$ cat config.mk
export PLATFORM = sky130hd
export DESIGN_NAME = adjacent_channel_clusterer
export DESIGN_NICKNAME = d
export VERILOG_FILES = /design/src/hdl/acc_pkg.sv /design/src/hdl/acc_ctrl.sv /design/src/hdl/acc_dp.sv /design/src/hdl/adjacent_channel_clusterer.sv
export SDC_FILE = /design/constraint.sdc
export NUM_CORES = 2
export LEC_CHECK = 0
export BUFFER_PORTS_ARGS = -buffer_cell sky130_fd_sc_hd__buf_4
export CAP_MARGIN = 5
export CORE_AREA = 2 2 370 372
export CTS_CLUSTER_DIAMETER = 50
export DETAILED_ROUTE_END_ITERATION = 8
export DIE_AREA = 0 0 372 374
export GPL_ROUTABILITY_DRIVEN = 0
export PLACE_DENSITY = 0.68
export SYNTH_ARGS = -nofsm -noshare
export SYNTH_HDL_FRONTEND = slang
export SYNTH_HIERARCHICAL = 1
export SYNTH_SLANG_ARGS = --single-unit
$ cat constraint.sdc
create_clock -name clock -period 7.45 [get_ports clock]
set_input_delay 1.1175 -clock clock [delete_from_list [all_inputs] [get_ports clock]]
set_output_delay 1.1175 -clock clock [all_outputs]
set_load 0.1 [all_outputs]
$ cat src/hdl/acc_pkg.sv
// Shared types and constants for the adjacent channel clusterer.
// Used by acc_ctrl, acc_dp and the top level; no dependencies.
package acc_pkg;

   localparam int ID_PORT_W   = 24;
   localparam int SIZE_PORT_W = 7;

   localparam logic KIND_LOAD = 1'b0;
   localparam logic KIND_END  = 1'b1;

   // store write data source
   typedef enum logic [1:0] {
      WSEL_REQ = 2'd0,
      WSEL_RD  = 2'd1,
      WSEL_V   = 2'd2
   } wsel_type;

   typedef struct packed {
      logic     mem_we;
      wsel_type wr_sel;
      logic     load_v;
      logic     scan_first;
      logic     scan_next;
      logic     emit;
      logic     emit_last;
      logic     drop_hit;
      logic     clear_event;
   } cmd_type;

   typedef struct packed {
      logic rd_gt_v;
      logic run_cont;
      logic out_free;
   } status_type;

endpackage

$ cat src/hdl/acc_ctrl.sv
// Sequencer for the clusterer: hit loading, in-place insertion sort and run scan.
// Depends on acc_pkg; drives acc_dp through command and address signals.
module acc_ctrl #(
   parameter int MAX_HITS = 64
) (
   input  logic                        clock,
   input  logic                        reset,
   input  logic                        req_valid,
   input  logic                        req_kind,
   input  logic                        req_hit_valid,
   output logic                        req_stall,
   input  acc_pkg::status_type         status,
   output acc_pkg::cmd_type            cmd,
   output logic [$clog2(MAX_HITS)-1:0] wr_addr,
   output logic [$clog2(MAX_HITS)-1:0] rd_addr
);

   localparam int AW = $clog2(MAX_HITS);
   localparam int CW = $clog2(MAX_HITS + 1);

   typedef enum logic [2:0] {
      ST_IDLE,
      ST_PICK,
      ST_PICKW,
      ST_CMP,
      ST_SRD,
      ST_SEV,
      ST_FINAL
   } state_type;

   state_type       state_ff, state_in;
   logic [CW-1:0]   cnt_ff, cnt_in;
   logic [CW-1:0]   i_ff, i_in;
   logic [CW-1:0]   j_ff, j_in;
   logic [CW-1:0]   k_ff, k_in;
   logic [CW-1:0]   i_next;
   logic [CW-1:0]   j_back;
   logic [CW-1:0]   k_next;

   assign i_next = i_ff + CW'(1);
   assign j_back = j_ff - CW'(2);
   assign k_next = k_ff + CW'(1);

   assign req_stall = (state_ff != ST_IDLE);

   always_comb begin
      state_in = state_ff;
      cnt_in   = cnt_ff;
      i_in     = i_ff;
      j_in     = j_ff;
      k_in     = k_ff;
      cmd      = '0;
      cmd.wr_sel = acc_pkg::WSEL_REQ;
      wr_addr  = cnt_ff[AW-1:0];
      rd_addr  = k_ff[AW-1:0];
      case (state_ff)
         ST_IDLE: begin
            if (req_valid) begin
               if (req_kind == acc_pkg::KIND_LOAD) begin
                  if (req_hit_valid) begin
                     if (cnt_ff < CW'(MAX_HITS)) begin
                        cmd.mem_we = 1'b1;
                        cnt_in     = cnt_ff + CW'(1);
                     end else begin
                        cmd.drop_hit = 1'b1;
                     end
                  end
               end else if (cnt_ff == '0) begin
                  cmd.clear_event = 1'b1;
               end else if (cnt_ff == CW'(1)) begin
                  k_in     = '0;
                  state_in = ST_SRD;
               end else begin
                  i_in     = CW'(1);
                  state_in = ST_PICK;
               end
            end
         end
         ST_PICK: begin
            rd_addr  = i_ff[AW-1:0];
            state_in = ST_PICKW;
         end
         ST_PICKW: begin
            // hold the element being inserted, fetch its left neighbor
            cmd.load_v = 1'b1;
            rd_addr    = AW'(i_ff - CW'(1));
            j_in       = i_ff;
            state_in   = ST_CMP;
         end
         ST_CMP: begin
            wr_addr    = j_ff[AW-1:0];
            cmd.mem_we = 1'b1;
            if (j_ff != '0 && status.rd_gt_v) begin
               // shift right and prefetch the next neighbor down
               cmd.wr_sel = acc_pkg::WSEL_RD;
               rd_addr    = j_back[AW-1:0];
               j_in       = j_ff - CW'(1);
            end else begin
               cmd.wr_sel = acc_pkg::WSEL_V;
               if (i_next == cnt_ff) begin
                  k_in     = '0;
                  state_in = ST_SRD;
               end else begin
                  i_in     = i_next;
                  state_in = ST_PICK;
               end
            end
         end
         ST_SRD: begin
            state_in = ST_SEV;
         end
         ST_SEV: begin
            if (k_ff == '0) begin
               cmd.scan_first = 1'b1;
            end else if (status.run_cont) begin
               cmd.scan_next = 1'b1;
            end else if (status.out_free) begin
               cmd.emit       = 1'b1;
               cmd.scan_first = 1'b1;
            end
            if (k_ff == '0 || status.run_cont || status.out_free) begin
               if (k_next == cnt_ff) begin
                  state_in = ST_FINAL;
               end else begin
                  k_in     = k_next;
                  state_in = ST_SRD;
               end
            end
         end
         ST_FINAL: begin
            if (status.out_free) begin
               cmd.emit        = 1'b1;
               cmd.emit_last   = 1'b1;
               cmd.clear_event = 1'b1;
               cnt_in          = '0;
               state_in        = ST_IDLE;
            end
         end
         default: begin
            state_in = ST_IDLE;
         end
      endcase
   end

   always_ff @(posedge clock) begin
      if (reset) begin
         state_ff <= ST_IDLE;
         cnt_ff   <= '0;
         i_ff     <= '0;
         j_ff     <= '0;
         k_ff     <= '0;
      end else begin
         state_ff <= state_in;
         cnt_ff   <= cnt_in;
         i_ff     <= i_in;
         j_ff     <= j_in;
         k_ff     <= k_in;
      end
   end

endmodule

$ cat src/hdl/acc_dp.sv
// Datapath for the clusterer: ID store, sort compare, run tracking, result register.
// Depends on acc_pkg; controlled by acc_ctrl.
module acc_dp #(
   parameter int MAX_HITS = 64,
   parameter int ID_WIDTH = 24
) (
   input  logic                                clock,
   input  logic                                reset,
   input  acc_pkg::cmd_type                    cmd,
   input  logic [$clog2(MAX_HITS)-1:0]         wr_addr,
   input  logic [$clog2(MAX_HITS)-1:0]         rd_addr,
   input  logic [acc_pkg::ID_PORT_W-1:0]       req_channel_id,
   output acc_pkg::status_type                 status,
   input  logic                                rsp_stall,
   output logic                                rsp_valid,
   output logic [acc_pkg::ID_PORT_W-1:0]       rsp_cluster_first,
   output logic [acc_pkg::SIZE_PORT_W-1:0]     rsp_cluster_size,
   output logic                                rsp_last_cluster,
   output logic                                rsp_overflow
);

   localparam int SW  = (ID_WIDTH < acc_pkg::ID_PORT_W) ? ID_WIDTH : acc_pkg::ID_PORT_W;
   localparam int SZW = $clog2(MAX_HITS + 1);

   logic [SW-1:0]  store_mem [MAX_HITS];
   logic [SW-1:0]  rd_data_ff;
   logic [SW-1:0]  wr_data;
   logic [SW-1:0]  v_ff;
   logic [SW-1:0]  first_ff;
   logic [SW-1:0]  prev_ff;
   logic [SZW-1:0] size_ff;
   logic           dropped_ff;
   logic           rsp_valid_ff;
   logic [SW-1:0]  rsp_first_ff;
   logic [SZW-1:0] rsp_size_ff;
   logic           rsp_last_ff;
   logic           rsp_ovf_ff;

   always_comb begin
      case (cmd.wr_sel)
         acc_pkg::WSEL_RD: wr_data = rd_data_ff;
         acc_pkg::WSEL_V:  wr_data = v_ff;
         default:          wr_data = req_channel_id[SW-1:0];
      endcase
   end

   always_ff @(posedge clock) begin
      if (cmd.mem_we) begin
         store_mem[wr_addr] <= wr_data;
      end
      rd_data_ff <= store_mem[rd_addr];
   end

   assign status.rd_gt_v  = (rd_data_ff > v_ff);
   // a duplicate does not continue a run
   assign status.run_cont = ({1'b0, rd_data_ff} == ({1'b0, prev_ff} + (SW + 1)'(1)));
   assign status.out_free = !rsp_valid_ff || !rsp_stall;

   always_ff @(posedge clock) begin
      if (cmd.load_v) begin
         v_ff <= rd_data_ff;
      end
      if (cmd.scan_first) begin
         first_ff <= rd_data_ff;
         prev_ff  <= rd_data_ff;
         size_ff  <= SZW'(1);
      end else if (cmd.scan_next) begin
         prev_ff <= rd_data_ff;
         size_ff <= size_ff + SZW'(1);
      end
      if (cmd.emit) begin
         rsp_first_ff <= first_ff;
         rsp_size_ff  <= size_ff;
         rsp_last_ff  <= cmd.emit_last;
         rsp_ovf_ff   <= dropped_ff;
      end
   end

   always_ff @(posedge clock) begin
      if (reset) begin
         dropped_ff   <= 1'b0;
         rsp_valid_ff <= 1'b0;
      end else begin
         if (cmd.drop_hit) begin
            dropped_ff <= 1'b1;
         end else if (cmd.clear_event) begin
            dropped_ff <= 1'b0;
         end
         if (cmd.emit) begin
            rsp_valid_ff <= 1'b1;
         end else if (!rsp_stall) begin
            rsp_valid_ff <= 1'b0;
         end
      end
   end

   assign rsp_valid         = rsp_valid_ff;
   assign rsp_cluster_first = acc_pkg::ID_PORT_W'(rsp_first_ff);
   assign rsp_cluster_size  = acc_pkg::SIZE_PORT_W'(rsp_size_ff);
   assign rsp_last_cluster  = rsp_last_ff;
   assign rsp_overflow      = rsp_ovf_ff;

endmodule

$ cat src/hdl/adjacent_channel_clusterer.sv
// Load transactions are accepted back to back.
// End of event with n hits: the hits are insertion-sorted in place, then the scan
// reads each hit in turn and emits a cluster at the end of each run.
// Results leave through a registered output; the scan waits while it is stalled.
// Reset (synchronous, active high) clears the sequencer, hit count and drop flag;
// the ID store is not cleared.
module adjacent_channel_clusterer #(
   parameter int MAX_HITS = 64,
   parameter int ID_WIDTH = 24
) (
   input  logic                            clock,
   input  logic                            reset,
   input  logic                            req_valid,
   output logic                            req_stall,
   input  logic                            req_kind,
   input  logic [acc_pkg::ID_PORT_W-1:0]   req_channel_id,
   input  logic                            req_hit_valid,
   output logic                            rsp_valid,
   input  logic                            rsp_stall,
   output logic [acc_pkg::ID_PORT_W-1:0]   rsp_cluster_first,
   output logic [acc_pkg::SIZE_PORT_W-1:0] rsp_cluster_size,
   output logic                            rsp_last_cluster,
   output logic                            rsp_overflow
);

   localparam int AW = $clog2(MAX_HITS);

   acc_pkg::cmd_type    cmd;
   acc_pkg::status_type status;
   logic [AW-1:0]       wr_addr;
   logic [AW-1:0]       rd_addr;

   acc_ctrl #(
      .MAX_HITS (MAX_HITS)
   ) u_ctrl (
      .clock         (clock),
      .reset         (reset),
      .req_valid     (req_valid),
      .req_kind      (req_kind),
      .req_hit_valid (req_hit_valid),
      .req_stall     (req_stall),
      .status        (status),
      .cmd           (cmd),
      .wr_addr       (wr_addr),
      .rd_addr       (rd_addr)
   );

   acc_dp #(
      .MAX_HITS (MAX_HITS),
      .ID_WIDTH (ID_WIDTH)
   ) u_dp (
      .clock             (clock),
      .reset             (reset),
      .cmd               (cmd),
      .wr_addr           (wr_addr),
      .rd_addr           (rd_addr),
      .req_channel_id    (req_channel_id),
      .status            (status),
      .rsp_stall         (rsp_stall),
      .rsp_valid         (rsp_valid),
      .rsp_cluster_first (rsp_cluster_first),
      .rsp_cluster_size  (rsp_cluster_size),
      .rsp_last_cluster  (rsp_last_cluster),
      .rsp_overflow      (rsp_overflow)
   );

endmodule

# Word level (Yosys, flattened, before mapping)

Memory sizes are Yosys's and may differ from the RTL's. A register that Yosys moved wholly into a read port is not among the register bits.
Index checks and enable logic that the tools add are counted.

Div/mod/pow operators: 0
Equal/unequal tests: 28
Mux-type cells: 70
Bitwise gates (word level): 0
Reductions and logical operators: 22
Shift operators: 0
Multiply operators: 0
Order comparisons: 2
$add $sub $neg: 8

Operators by type and width:

| kind                                                                    | number |
|---|---|
| 7-bit 2-to-1 mux                                                        | 20 |
| 24-bit 2-to-1 mux                                                       | 2 |
| 24-bit case mux with 2 select lines                                     | 1 |
| 7-bit case mux with 2 select lines                                      | 3 |
| 7-bit by 1-bit adder with 7-bit output, second input constant           | 4 |
| 24-bit by 1-bit adder with 25-bit output, second input constant         | 1 |
| 24-bit by 25-bit == test with 1-bit output                              | 1 |
| 24-bit > comparator                                                     | 1 |
| 3-bit 2-to-1 mux                                                        | 8 |
| 1-bit 2-to-1 mux                                                        | 21 |
| 3-bit case mux with 7 select lines                                      | 1 |
| 7-bit case mux with 3 select lines                                      | 1 |
| 2-bit inequality test, second input constant                            | 9 |
| 6-bit case mux with 3 select lines                                      | 1 |
| 7-bit == test                                                           | 2 |
| 7-bit zero test                                                         | 2 |
| 2-bit 2-to-1 mux                                                        | 7 |
| 2-bit by 1-bit inequality test with 1-bit output, second input constant | 7 |
| 6-bit 2-to-1 mux                                                        | 2 |
| 6-bit AND reduction                                                     | 2 |
| 2-bit nonzero test                                                      | 5 |
| 3-bit == test, second input constant                                    | 3 |
| 9-bit AND reduction                                                     | 1 |
| 7-bit by 1-bit == test with 1-bit output, second input constant         | 1 |
| other kinds (17)                                                        | 24 |

Flip-flop bits (word level): 145
Bits of input ports: 30
Bits in read-only memories: 0
Output and inout bits: 35
Memories: 1
Bits in writable memories: 1,536
Latch bits: 0
Logic and storage cells: 146

Memories:

| name           | words | width | rd ports | clocked after Yosys merged registers in | wr ports | RTL line     | text |
|---|---|---|---|---|---|---|---|
| u_dp.store_mem | 64    | 24    | 1        | 1                                       | 1        | acc_dp.sv:25 | `logic [SW-1:0] store_mem [MAX_HITS];` |

# Longest topological paths before layout

Word-level depth: 8
Mapped depth: 22
Depth with buffers taken out: 20

# Hierarchy

Netlist, hierarchy kept.

By module, submodules not included:

| module   | area an instance (um2) | cells an instance | seq. area each (um2) | times used |
|---|---|---|---|---|
| acc_dp   | 64,359.2               | 2,764             | 49,937.9             | 1 |
| acc_ctrl | 2,667.6                | 367               | 620.6                | 1 |

# Least setup slack after synthesis

OpenSTA, ideal clock, no wires.

Path kind: reg-to-reg
From: reg u_dp.rd_data_ff[17] (read register of u_dp.store_mem)
To: mem u_dp/store_mem[0][12] (netlist bit) (data pin)
Data required time: 6.748 ns
Setup slack: 1.562 ns
Arrival: 5.187 ns
Cell stages (with the launch flop): 16
Buffers on the path: 1
Library setup time: 0.702 ns
Clock period less this slack: 5.888 ns
Path through: dfxtp_1 ha_1 a21o_1 a21o_1 a21oi_1 o21ai_0 a211oi_1 nor2_1 and4b_1 o21ai_1 inv_1 inv_1 ha_1 clkbuf_1 a22oi_1 o21ai_0

RTL lines:

| item        | RTL line     | text |
|---|---|---|
| from (decl) | acc_dp.sv:26 | `logic [SW-1:0] rd_data_ff;` |
| to (decl)   | acc_dp.sv:25 |  |

==> impl.org <==
** Floorplanning
- From bottom edge to top edge, the die measures 374 um.
- Horiz. Die Dim :: 372 um
- The die covers 139000 um2.
- For this design the top-level I/O count stands at 65.
- For this configuration, the core starts out at a cell density of 0.497.
- Number of placement rows :: 135
- Core Footprint :: 135000 um2

** Clock network
- # Post-CTS Setup Buffers :: 0
- CTS hold repair buffers :: 0
- Latest clock arrival within the worst-skew pair :: 800 ps
- In this run the number of H-tree levels came out at 4.
- TritonCTS clock tree :: built
- TritonCTS created 173 clock buffers.
- CTS Root Buffer Type :: sky130_fd_sc_hd__clkbuf_16
- The longest clock path from root to sink contains 3 buffers.
- CTS clock-pin slew for the worst setup and hold paths :: 60 ps
- Clock sink count :: 1705
- Post-CTS resize count :: 0

** Detailed routing
- Dividing the detail-routed wire length by the instance count gives 31.6 um.
- Drt first-iter violations :: 4585
- Detail Route Antenna Nets :: 0
- Number of DRC violations after detailed routing :: 0
- Initial DRT Pass Iterations :: 6
- DR vias :: 33713
- Via-to-Cell Ratio :: 6.39
- Routed wire length :: 167000 um

** STA
- Setup skew after layout :: 31.3 ps
- Total Negative Setup Slacks :: 0 ps
- At the pin with the least slew margin, the transition time is 1270 ps.
- Unrepaired setup endpoints after global routing :: no
- Hold Vio Cnt, Final :: 0
- Setup slack closes at 1350 ps.
- For the finished layout, the period the worst path requires is 6100 ps.
- Final cycle utilization of the critical path :: 0.819
- Final setup fails :: 0
- Max-slew headroom at the worst pin :: 0.147
- Count of final max-slew check failures :: 0
- Static timing analysis puts the maximum clock frequency at 0.164 GHz.

** Hold path
- Along the worst hold path, the cell count comes to 0.
- In this run the most critical hold path is launched from u_dp/first_ff[4].
- Class of the tightest hold or removal check :: flop to flop

** Yosys
- The share of synthesized area in the top cell type comes to 0.735.
- During synthesis, Yosys emitted a total of 6 warnings.
- Synthesis produced a netlist with a net count of 3199.
- Post-synth top flop :: sky130_fd_sc_hd__edfxtp_1
- Combined area of all synthesized cells :: 67000 um2
- Post-synth EDFFs :: 1641
- Syn avg cell area :: 21.4 um2
- Sorting the synthesized cells by how often they occur yields sky130_fd_sc_hd__edfxtp_1, sky130_fd_sc_hd__mux4_2, sky130_fd_sc_hd__nor2_1.
- By area the synthesized netlist is led by sky130_fd_sc_hd__edfxtp_1, sky130_fd_sc_hd__mux4_2, sky130_fd_sc_hd__dfxtp_1.
- The synthesized netlist contains 76 unique library cells.
- Sequential share of the synthesized area :: 0.754
- Library cell with the highest instance count after synthesis :: sky130_fd_sc_hd__edfxtp_1
- Library cell occupying the most area in the post-synthesis netlist :: sky130_fd_sc_hd__edfxtp_1
- Synthesis inferred 1705 register bits.
- In the synthesized netlist the async set-or-reset flop fraction comes to 0.
- After technology mapping, the gate count stands at 3131.

** Power and ir drop
- Maximum vdd drop :: 0.323 mV
- Leakage power figure :: 23.5 nW
- Pwr Total :: 27.3 mW
- In this run the power density over the cells is 358 nW/um2.

** Critical path
- Arrival time worst endpoint :: 6760 ps
- In this design, the stage delay of the slowest critical-path cell is 750 ps.
- Number of cells on the worst reg-to-reg path :: 18
- The critical path in this run is classified as flop to flop.
- In this run the worst path has a maximum fanout of 43.
- Origin of the critical flop-to-flop path :: u_dp/rd_data_ff[5]
- CP endpoint kind :: flop
- CP Launch Point :: u_dp/rd_data_ff[5]
- Crit path buffers/inverters :: 2
- Grouping stages by cell kind, the critical path spends the most delay in compound AO/OA/AOI/OAI gates.
- Max stage delay cell, worst path :: sky130_fd_sc_hd__buf_4
- Critical path launch point type :: flop
- Data required time at the worst endpoint :: 8110 ps
- The critical path crosses 18 cells after its start point.
- Traced cell by cell, the critical path runs through ha_1 -> a21o_1 -> a21o_1 -> a21oi_1 -> o21ai_0 -> a211oi_1 -> nor2_1 -> o21a_1 -> o21ai_0 -> nand2_1 -> o31ai_4 -> buf_4 -> buf_4 -> mux4_2 -> mux2i_1 -> a21oi_1 -> a22o_1 -> a221o_1.

** Global route
- met2 is the most crowded layer.
- Entering global routing, the biggest net connects 88 pins.
- Number of antenna violations at the first check in global routing :: 8
- Met1 track utilization from global routing :: 0.339
- GRT Resource Usage Total :: 0.242
- Met2 capacity usage during global routing :: 0.380
- The via count of the first global-routing pass was 33519.
- After global routing the overflow that remains totals 0.
- Fraction of met3 tracks used by global routing :: 0.0542
- Global-route wire length before repair :: 239000 um

** Finish
- The finished layout holds 5276 standard cells, fillers aside.
- In the final layout, the share of cells above drive strength 1 is 0.300.
- The area growth from synthesis to layout is 13.6%.
- For this run, the share of the core covered by cells in the final layout is 0.564.
- For this run, the post-layout net count is 3423.

** Job
- Across the run, the number of max-cap violations was 0.

** Place
- After detailed placement, the design holds a cell count of 4961.
- Setup slack after placement :: 1330 ps
- Port buffering added 64 buffers.
- Total half-perimeter wirelength after legalization and detailed placement :: 94200 um

** Run status
- The run finished with clean final reports.
per-stage QoR:
stage	instance area [um2]	hold WS [ps]
4_1_cts	76200	415
6_report	76200	418
5_1_grt	76200	425
3_5_place_dp	70800	405
3_3_place_gp	70700	402
2_1_floorplan	67000	400
final timing paths:
check	slack [ps]	endpoint
worst min-delay path	420	u_dp/rsp_cluster_first[4]
worst max register to register	1350	u_dp/rd_data_ff[19]
worst max-delay path	1350	u_dp/rd_data_ff[19]
worst min register to register	420	u_dp/rsp_cluster_first[4]
cell families after synthesis:
group,synth area share
DFF,0.754
muxes,0.167
and+or+nand+nor,0.0271
AOI/OAI and AO/OA,0.0221
buffers and inverters,0.0140
xor gates and xnor gates,0.00861
adders and majority gates,0.00709
layout make-up:
type | count | area [um2]
Tap cell | 1781 | 2230
Inverter | 52 | 195
Timing Repair Buffer | 208 | 1720
Sequential cell | 1705 | 50600
Antenna cell | 2 | 5.00
Multi-Input combinational cell | 1215 | 16100
Clock inverter | 91 | 827
Clock buffer | 222 | 4560
Fill cell | 9661 | 58800
power by group:
part	internal [mW]	switching, mW	leakage [nW]	total, mW
clock	4.70	3.59	2.63	8.29
combinational	3.51	4.32	5.60	7.83
sequential	10.9	0.245	15.3	11.2
sequential cells by signal, summed over array words and instances, names as in the netlist:
register	cells
u_ctrl/j_ff	7
u_ctrl/i_ff	7
u_dp/store_mem	1536
u_dp/rsp_cluster_size	7
u_ctrl/state_ff	3
u_dp/rsp_valid	1
u_dp/prev_ff	24
u_dp/rd_data_ff	24
u_dp/dropped_ff	1
u_dp/v_ff	24
u_ctrl/k_ff	7
u_dp/rsp_last_cluster	1
u_dp/first_ff	24
u_dp/size_ff	7
u_dp/rsp_overflow	1
u_dp/rsp_cluster_first	24
u_ctrl/cnt_ff	7
cell usage in the layout (no fill, tap or decap), types with 38 or more instances in the layout:
cell                        synthesis  layout
sky130_fd_sc_hd__mux4_2           488     488
sky130_fd_sc_hd__inv_1             51      51
sky130_fd_sc_hd__clkbuf_1          79      45
sky130_fd_sc_hd__dfxtp_1           64      64
sky130_fd_sc_hd__nor2_2             1      64
sky130_fd_sc_hd__nor2_1           122      59
sky130_fd_sc_hd__nand3_1           38      38
sky130_fd_sc_hd__o21ai_0           64      40
sky130_fd_sc_hd__nand2_1          102     102
sky130_fd_sc_hd__edfxtp_1        1641    1641
sky130_fd_sc_hd__buf_4             12     196
sky130_fd_sc_hd__clkbuf_16          0     174
routing by layer:
metal  vias to the layer above  share of wire
met3                       294          0.098
li1                      13578              -
met2                      1912           0.48
met4                         4          0.034
met1                     17925           0.38
met5                         -        0.00017
Note: power is estimated with default switching activity, not from simulation.
